## src/cbd_pkg.sv

```systemverilog
// Shared types, constants and the hex digit decoder for the chunked body decoder.
package cbd_pkg;

    localparam int SIZE_BITS_DEF = 32;

    localparam logic [7:0] CHAR_0       = 8'h30;
    localparam logic [7:0] CHAR_9       = 8'h39;
    localparam logic [7:0] CHAR_UPPER_A = 8'h41;
    localparam logic [7:0] CHAR_UPPER_F = 8'h46;
    localparam logic [7:0] CHAR_LOWER_A = 8'h61;
    localparam logic [7:0] CHAR_LOWER_F = 8'h66;
    localparam logic [4:0] HEX_TEN      = 5'd10;
    localparam logic [4:0] HEX_NONE     = 5'd16;
    localparam int         DIGIT_BITS   = 4;

    typedef struct packed {
        logic digit_seen;
        logic skip_next;
        logic ending_after_skip;
        logic finished;
        logic overflow_flag;
    } flags_t;

    typedef struct packed {
        logic       payload_valid;
        logic [7:0] payload_byte;
        logic       body_end;
        logic       leftover;
        logic       size_overflow;
    } result_t;

    function automatic logic [4:0] hex_value(input logic [7:0] c);
        logic [4:0] v;
        v = HEX_NONE;
        if (c inside {[CHAR_0 : CHAR_9]}) begin
            v = {1'b0, 4'(c - CHAR_0)};
        end else if (c inside {[CHAR_UPPER_A : CHAR_UPPER_F]}) begin
            v = 5'(c - CHAR_UPPER_A) + HEX_TEN;
        end else if (c inside {[CHAR_LOWER_A : CHAR_LOWER_F]}) begin
            v = 5'(c - CHAR_LOWER_A) + HEX_TEN;
        end
        return v;
    endfunction

endpackage

```

## src/cbd_step.sv

```systemverilog
// Next-state and result logic for one byte of the chunked body decoder.
module cbd_step #(
    parameter int SIZE_BITS = cbd_pkg::SIZE_BITS_DEF
) (
    input  logic [7:0]           in_byte,
    input  logic                 new_body,
    input  logic [SIZE_BITS-1:0] size_accum,
    input  logic [SIZE_BITS-1:0] data_remaining,
    input  cbd_pkg::flags_t      flags,
    output logic [SIZE_BITS-1:0] size_accum_next,
    output logic [SIZE_BITS-1:0] data_remaining_next,
    output cbd_pkg::flags_t      flags_next,
    output cbd_pkg::result_t     result
);
    import cbd_pkg::*;

    logic [SIZE_BITS-1:0] size_cur;
    logic [SIZE_BITS-1:0] remain_cur;
    flags_t               flags_cur;
    logic [4:0]           digit;

    assign digit = hex_value(in_byte);

    always_comb begin
        size_cur   = new_body ? '0 : size_accum;
        remain_cur = new_body ? '0 : data_remaining;
        flags_cur  = new_body ? '0 : flags;

        size_accum_next     = size_cur;
        data_remaining_next = remain_cur;
        flags_next          = flags_cur;
        result              = '0;

        if (flags_cur.finished) begin
            result.leftover = 1'b1;
        end else if (flags_cur.skip_next) begin
            flags_next.skip_next = 1'b0;
            if (flags_cur.ending_after_skip) begin
                flags_next.ending_after_skip = 1'b0;
                flags_next.finished          = 1'b1;
                result.body_end              = 1'b1;
            end
        end else if (remain_cur != '0) begin
            result.payload_valid = 1'b1;
            result.payload_byte  = in_byte;
            data_remaining_next  = remain_cur - 1'b1;
        end else if (digit != HEX_NONE) begin
            if (size_cur[SIZE_BITS-1 -: DIGIT_BITS] != '0) begin
                flags_next.overflow_flag = 1'b1;
                flags_next.finished      = 1'b1;
            end else begin
                size_accum_next       = {size_cur[SIZE_BITS-DIGIT_BITS-1:0], digit[3:0]};
                flags_next.digit_seen = 1'b1;
            end
        end else if (flags_cur.digit_seen) begin
            flags_next.skip_next = 1'b1;
            if (size_cur == '0) begin
                flags_next.ending_after_skip = 1'b1;
            end else begin
                data_remaining_next   = size_cur;
                size_accum_next       = '0;
                flags_next.digit_seen = 1'b0;
            end
        end

        result.size_overflow = flags_next.overflow_flag;
    end

endmodule

```

## src/chunked_body_decoder_top.sv

```systemverilog
// Top level of the chunked transfer body decoder: state and result registers.
//
// Usage: feed the raw chunked body one byte per beat on the s_ channel
// (s_in_byte, s_new_body with s_valid/s_ready). Raise s_new_body with the
// first byte of a new body to clear all decoder state before that byte.
// Every input beat gives exactly one result beat on the m_ channel:
// m_payload_valid/m_payload_byte for chunk data, m_body_end on the byte that
// closes the zero-size line, m_leftover for bytes after the end, and the
// sticky m_size_overflow flag.
// The result beat is registered. Throughput: one byte per cycle while the
// m_ side accepts, set by the single result register that holds each beat.
// A stalled receiver holds the result register; s_ready stays high while the
// register is empty or being drained in the same cycle, so a stall of the
// m_ side holds the s_ side after one beat.
// Reset (aresetn low, synchronous) clears the decoder state and empties
// the result register.
module chunked_body_decoder_top #(
    parameter int SIZE_BITS = cbd_pkg::SIZE_BITS_DEF
) (
    input  logic       aclk,
    input  logic       aresetn,
    input  logic       s_valid,
    output logic       s_ready,
    input  logic [7:0] s_in_byte,
    input  logic       s_new_body,
    output logic       m_valid,
    input  logic       m_ready,
    output logic       m_payload_valid,
    output logic [7:0] m_payload_byte,
    output logic       m_body_end,
    output logic       m_leftover,
    output logic       m_size_overflow
);
    import cbd_pkg::*;

    logic [SIZE_BITS-1:0] size_accum_reg;
    logic [SIZE_BITS-1:0] size_accum_next;
    logic [SIZE_BITS-1:0] data_remaining_reg;
    logic [SIZE_BITS-1:0] data_remaining_next;
    flags_t               flags_reg;
    flags_t               flags_next;
    result_t              result_next;
    result_t              result_reg;
    logic                 m_valid_reg;
    logic                 in_fire;

    assign s_ready = !m_valid_reg || m_ready;
    assign in_fire = s_valid && s_ready;

    cbd_step #(
        .SIZE_BITS(SIZE_BITS)
    ) u_step (
        .in_byte             (s_in_byte),
        .new_body            (s_new_body),
        .size_accum          (size_accum_reg),
        .data_remaining      (data_remaining_reg),
        .flags               (flags_reg),
        .size_accum_next     (size_accum_next),
        .data_remaining_next (data_remaining_next),
        .flags_next          (flags_next),
        .result              (result_next)
    );

    always_ff @(posedge aclk) begin
        if (!aresetn) begin
            size_accum_reg     <= '0;
            data_remaining_reg <= '0;
            flags_reg          <= '0;
            m_valid_reg        <= 1'b0;
        end else begin
            if (in_fire) begin
                size_accum_reg     <= size_accum_next;
                data_remaining_reg <= data_remaining_next;
                flags_reg          <= flags_next;
                m_valid_reg        <= 1'b1;
            end else if (m_ready) begin
                m_valid_reg <= 1'b0;
            end
        end
    end

    always_ff @(posedge aclk) begin
        if (in_fire) begin
            result_reg <= result_next;
        end
    end

    assign m_valid         = m_valid_reg;
    assign m_payload_valid = result_reg.payload_valid;
    assign m_payload_byte  = result_reg.payload_byte;
    assign m_body_end      = result_reg.body_end;
    assign m_leftover      = result_reg.leftover;
    assign m_size_overflow = result_reg.size_overflow;

`ifndef NO_ASSERTIONS
    a_leftover_alone: assert property (@(posedge aclk) disable iff (!aresetn)
        (m_valid && m_leftover) |-> (!m_payload_valid && !m_body_end))
        else $error("leftover beat carries payload or end");

    a_finished_leftover: assert property (@(posedge aclk) disable iff (!aresetn)
        (in_fire && flags_reg.finished && !s_new_body) |=> (m_valid && m_leftover))
        else $error("byte after body end not flagged leftover");

    a_overflow_sticky: assert property (@(posedge aclk) disable iff (!aresetn)
        (in_fire && flags_reg.overflow_flag && !s_new_body) |=> m_size_overflow)
        else $error("overflow flag dropped without restart");

    a_payload_zero: assert property (@(posedge aclk) disable iff (!aresetn)
        (m_valid && !m_payload_valid) |-> (m_payload_byte == 8'h00))
        else $error("payload byte nonzero outside chunk data");

    a_payload_counts: assert property (@(posedge aclk) disable iff (!aresetn)
        (in_fire && !s_new_body && data_remaining_reg != '0 && !flags_reg.finished
            && !flags_reg.skip_next) |=> (data_remaining_reg == $past(data_remaining_reg) - 1'b1))
        else $error("chunk byte count did not advance");
`endif

endmodule
```

## config.mk

```make
export PLATFORM = sky130hd
export DESIGN_NAME = chunked_body_decoder_top
export DESIGN_NICKNAME = d
export VERILOG_FILES = /design/src/cbd_pkg.sv /design/src/cbd_step.sv /design/src/chunked_body_decoder_top.sv
export SDC_FILE = /design/constraint.sdc
export NUM_CORES = 1
export LEC_CHECK = 0
export ABC_CLOCK_PERIOD_IN_PS = 3820
export BUFFER_PORTS_ARGS = -buffer_cell sky130_fd_sc_hd__buf_2
export CORE_MARGIN = 8
export CORE_UTILIZATION = 55
export DETAILED_ROUTE_END_ITERATION = 10
export HOLD_SLACK_MARGIN = 0.03
export PLACE_DENSITY_LB_ADDON = 0.12
export SLEW_MARGIN = 20
export SYNTH_ARGS = -nofsm -noshare
export SYNTH_HDL_FRONTEND = slang
export SYNTH_SLANG_ARGS = --single-unit
```

## constraint.sdc

```tcl
create_clock -name aclk -period 3.82 [get_ports aclk]
set_clock_uncertainty 0.15 [all_clocks]
set_input_delay 0.764 -clock aclk [delete_from_list [all_inputs] [get_ports aclk]]
set_output_delay 0.764 -clock aclk [all_outputs]
set_load 0.005 [all_outputs]
```

==> impl_metrics.toml, run 1 <==
[power]
power_frac_clock = 0.268
power_frac_seq = 0.441
switching_power_uw = 830
internal-power_mw = 1.42
ir_worst_vdd_v = 0.000206
switching_share = 0.368
p_per_area_nw_per_um2 = 392
cellLeakagePower_nw = 1.89
comb_power_share = 0.292

[floorplan]
die_y_um = 114
io_pins = 27
die_w_um = 114
die-area_um2 = 13000
start_util = 0.555
core-area_um2 = 9550
num_rows = 36

[global_route]
overflow = 0
antenna_found_initial = 0
grt_max_degree = 42
grt_use_total = 0.261
grt_pass1_wl_mm = 26.8
grt_pass1_vias = 4921

[placed_design]
io_buffers = 26
placed_cell_area_um2 = 5570
pre_cts_slack_ns = 0.327
gp_congestion = 0.927
place_inst = 768
dp_hpwl_mm = 11.6

[clock_network]
htree_levels = 3
cts_buffers = 9
ctsLongestPathBuffers = 2
cts_tree = "yes"
cts_root_buffer = "clkbuf_8"
postCtsHoldBufs = 0
cts_sinks = 82
post_cts_buffers = 0
clk_latency_ns = 0.38
clk_pin_slew_ns = 0.09
ctsResizeCount = 0

[worst_setup_path]
arrival_ns = 3.40
startpoint_type = "register"
crit_type = "register to register"
reg2reg_slack_ns = 0.56
cp.required_ns = 3.96
path_cells = "nor4_1, nand2b_1, o31ai_1, a211oi_4, buf_12, a21oi_1, o31ai_1, a21o_1"
path_common_cell = "o31ai_1"
critPathMaxFanout = 29
slowest_delay_ns = 0.92
critPathSlowestCell = "o31ai_1"
endpoint_kind = "register"

[yosys]
yosysTopAreaCell = "dfxtp_1"
ys_seq_area_frac = 0.333
syn_area_um2 = 5300
ys_types = 79
synth.most_common_cell = "dfxtp_1"
netlist_instances = 631
synth_top_flop_cell = "dfxtp_1"
yosys_warnings = 0
synth_edf_count = 12
postSynthAreaPerCell_um2 = 8.39
syn_nets = 649
async_reset_ff_frac = 0
synth_area_leaders = "dfxtp_1 26%, edfxtp_1 6.8%, mux2i_1 4.0%"
yosys-top-cells-count = "70 x dfxtp_1, 49 x nor2_1, 47 x nand2_1, 38 x a21oi_1, 29 x clkbuf_1"
synth-seq-cells = 82
synth_top_area_share = 0.265

[drt]
vias = 5366
drtIter0Drc = 615
routed_wl_mm = 16.7
viasPerCell = 6.84
dr.pass1.iters = 5
wl_per_cell_um = 21.4
drcViolationCount = 0
antenna_left = 0

[sta]
setup_violations = 0
finalCritPeriodShare = 0.854
fin_tns_setup_ns = 0
slew_headroom = 0.286
fmax_mhz = 306
rsz0062_at_grt = "no"
drv_slew = 0
hold_viol_final = 0
worst_slew_pin_slew_ns = 1.06
layout_setup_ws_ns = 0.556
final.min_clock_period_ns = 3.26

[run]
drv_cap = 0

[cells_and_area]
regArea_um2 = 1760
antenna_cells = 0
nets = 664
final_area_um2 = 5750
multi_input_area_um2 = 3210
stdcell_count = 784
drive_gt1_frac = 0.180
area_growth_syn_to_layout_pct = 8.48
finish.utilization = 0.602
fillers = 896

[outcome]
outcome = "complete, no violations"

[min_path]
hp-class = "register to register"
[placed cells by master (no fill, tap or decap), drive strengths merged, types with 7 or more instances in the layout]
master and n:
nand3 19, a32o 7, a21oi 39, o21ai 32, nand4 11, nand2 48
nor4 19, edfxtp 12, a211oi 23, nor3 36, mux2i 21, xnor2 7
clkbuf 10, dfxtp 70, buf 55, inv 20, nor2 49, and3 9
a31oi 19, nor2b 8, a41oi 15, or3 15
[per-layer routing]
layer  GRT usage  vias to the layer above  wire length, um
li1            -                     2468                -
met1       0.354                     2575             7150
met2       0.404                      281             7650
met3      0.0475                       42             1480
met4      0.0914                        0              473
met5           0                        -                0
[path summary, 6_finish.rpt]
path,cells after the start,to,start
worst min register to register,2,flags_reg[0],flags_reg[0]
worst max register to register,8,data_remaining_reg[11],size_accum_reg[28]
worst max-delay path,8,data_remaining_reg[11],size_accum_reg[28]
worst min-delay path,2,flags_reg[0],flags_reg[0]
[worst max-delay path: cells and delay by family (launching register included)]
family	cells	cell delay (ns)
flip-flops	1	0.36
buffers and inverters	1	0.23
AO/OA/AOI/OAI	5	1.63
AND/OR/NAND/NOR	2	0.79
[power by group through the flow]
stage                     Sequential [mW]  Clock [mW]  Combinational (mW)
after floorplan                     0.998           0               0.475
after global placement               1.01           0               0.630
after detailed placement             1.01           0               0.641
after CTS                           0.992       0.607               0.644
after global routing                 1.00       0.642               0.712
final                               0.994       0.604               0.657
[final cells by class]
type	instances	area share
Clock inverter	6	0.00719
Tap cell	133	0.0290
Inverter	19	0.0124
Sequential cell	82	0.307
Timing Repair Buffer	55	0.0627
Clock buffer	10	0.0240
Multi-Input combinational cell	479	0.558
[cells by family after synthesis]
kind of cell,synth area share
AOI/OAI and AO/OA,0.299
xor gates and xnor gates,0.0116
adders and majority gates,0.0118
and+or+nand+nor,0.236
buffers and inverters,0.0652
DFF,0.333
muxes,0.0439
[metrics by stage]
step / total power [mW] / hold WS (ns)
floorplan: 1.47 / 0.300
global placement: 1.64 / 0.333
detailed placement: 1.65 / 0.332
CTS: 2.24 / 0.345
global route: 2.36 / 0.378
finish: 2.25 / 0.352
No activity file was read; power rests on OpenSTA's default activity.
==> run 2: changes to the inputs <==
--- a/config.mk
+++ b/config.mk
@@ -5,10 +5,10 @@
 export SDC_FILE = /design/constraint.sdc
 export NUM_CORES = 1
 export LEC_CHECK = 0
-export ABC_CLOCK_PERIOD_IN_PS = 3820
+export ABC_CLOCK_PERIOD_IN_PS = 3900
 export BUFFER_PORTS_ARGS = -buffer_cell sky130_fd_sc_hd__buf_2
 export CORE_MARGIN = 8
-export CORE_UTILIZATION = 55
+export CORE_UTILIZATION = 58
 export DETAILED_ROUTE_END_ITERATION = 10
 export HOLD_SLACK_MARGIN = 0.03
 export PLACE_DENSITY_LB_ADDON = 0.12
==> constraint.sdc (replaced) <==
create_clock -name aclk -period 3.9 [get_ports aclk]
set_clock_uncertainty 0.15 [all_clocks]
set_input_delay 0.78 -clock aclk [delete_from_list [all_inputs] [get_ports aclk]]
set_output_delay 0.78 -clock aclk [all_outputs]
set_load 0.005 [all_outputs]
==> run 2 against run 1 <==
Against the previous run:
- critical path depth rose by 1
- final cell count down 2.6%
- sequential cell count unchanged
- design area is 0.15% higher
- die area decreased by 4.5%
- non-clock buffer count rose by 2
- global-route usage up 0.19 points
- sequential share of layout area about the same
- setup slack gained 0.080 ns
- routed wire length shrank 1.5%
- utilization grew 3.3 points
- clock-buffer cell count fell by 1
- critical path type is now input pin to register
- largest power group unchanged
- highest routed layer unchanged
==> impl_metrics.toml, run 2 (synthesis results as in run 1) <==
[clock_network]
ctsLongestPathBuffers = 2
postCtsHoldBufs = 0
clk_latency_ns = 0.36
clk_pin_slew_ns = 0.09
cts_sinks = 82
cts_root_buffer = "clkbuf_8"
cts_tree = "yes"
post_cts_buffers = 0
ctsResizeCount = 0
htree_levels = 3
cts_buffers = 9

[worst_setup_path]
crit_type = "input pin to register"
crit_family = "compound AO/OA/AOI/OAI gates"
slowest_delay_ns = 0.68
arrival_ns = 3.41
cp.required_ns = 4.05
crit_buf_inv = 2
startpoint_type = "input pin"
critPathMaxFanout = 23
path_cells = "buf_2, inv_1, ha_1, o21bai_1, a2111oi_2, a21o_2, nand2_2, or4_1, o21ai_1"
endpoint_kind = "register"
critPathSlowestCell = "a2111oi_2"

[global_route]
grt_pass1_wl_mm = 26.6
use_met1 = 0.345
grt_util_met2 = 0.401
busiest_layer = "met2"
grt_pass1_vias = 4980
grt_max_degree = 46
use_met3 = 0.0579
grt_use_total = 0.262
overflow = 0
antenna_found_initial = 0

[power]
cellLeakagePower_nw = 1.91
ir_worst_vdd_v = 0.000177
fin_total_pwr_mw = 2.27
p_per_area_nw_per_um2 = 394

[placed_design]
gp_congestion = 0.918
pre_cts_slack_ns = 0.242
place_inst = 748
dp_hpwl_mm = 11.4
io_buffers = 26

[drt]
drcViolationCount = 0
viasPerCell = 7.02
drtIter0Drc = 423
vias = 5366
antenna_left = 0
dr.pass1.iters = 5
wl_per_cell_um = 21.6
routed_wl_mm = 16.5

[cells_and_area]
antenna_cells = 0
final_cell_mix = "70 x dfxtp_1, 49 x nor2_1, 47 x nand2_1"
area_growth_syn_to_layout_pct = 8.65
fillers = 818
stdcell_count = 764
multi_input_area_um2 = 3220
drive_gt1_frac = 0.182
regArea_um2 = 1760
nets = 666
final_common_cell = "dfxtp_1"

[floorplan]
start_util = 0.584
die_y_um = 112
io_pins = 27
die_w_um = 112
core-area_um2 = 9060
die-area_um2 = 12400
num_rows = 35

[sta]
rsz0062_at_grt = "no"
hold_viol_final = 0
worst_slew_pin_slew_ns = 0.809
slew_headroom = 0.460
setup_violations = 0
finalCritPeriodShare = 0.837
drv_slew = 0
fin_tns_setup_ns = 0
final.min_clock_period_ns = 3.26
layout_setup_ws_ns = 0.636
fmax_mhz = 306

[run]
drv_cap = 0

[outcome]
outcome = "complete, no violations"

[min_path]
hp-class = "register to register"
[run 2: changes by cell type in the layout (fill, tap and decap cells not counted), sizes merged]
cell / delta
buf: +2
clkinvlp: -2
clkbuf: -1
clkinv: +1
bufinv: +1
inv: +1
[run 2: per-stage QoR]
step	utilization	area, um2	hold slack [ns]
floorplan	-	5300	0.300
global placement	0.611	5540	0.323
detailed placement	0.611	5540	0.331
CTS	0.633	5740	0.349
global route	0.635	5750	0.393
finish	0.635	5750	0.354
[run 2: cell type report]
type,count,share of cell area
Multi-Input combinational cell,479,0.559
Sequential cell,82,0.306
Timing Repair Buffer,57,0.0631
Tap cell,111,0.0241
Clock buffer,9,0.0215
Clock inverter,7,0.0133
Inverter,19,0.0124
[run 2: final timing paths]
kind / end / slack (ns) / startpoint / depth (start not counted)
setup / recovery: size_accum_reg[31] / 0.64 / s_in_byte[0] / 9
hold reg to reg: flags_reg[2] / 0.35 / flags_reg[2] / 2
hold / removal: flags_reg[2] / 0.35 / flags_reg[2] / 2
setup reg to reg: size_accum_reg[27] / 0.83 / data_remaining_reg[10] / 9
[run 2: worst reg2reg max path: stages (launching register included)]
cell      delay (ns)
dfxtp_1         0.37
nor4_1          0.57
and3_1          0.31
a31oi_4         0.15
nor3_4          0.49
buf_4           0.26
and2_1          0.18
o21ai_1         0.08
buf_4           0.23
a211oi_2        0.20
[run 2: layer usage]
metal	up-vias	wire, um	share of wire
met4	0	452	0.027
met3	34	1660	0.10
met1	2571	6950	0.42
met5	-	0	0
met2	289	7430	0.45
li1	2472	-	-
[run 2: power by group]
part | switching, mW | internal (mW)
logic | 0.409 | 0.237
clock network | 0.346 | 0.301
registers | 0.0598 | 0.915
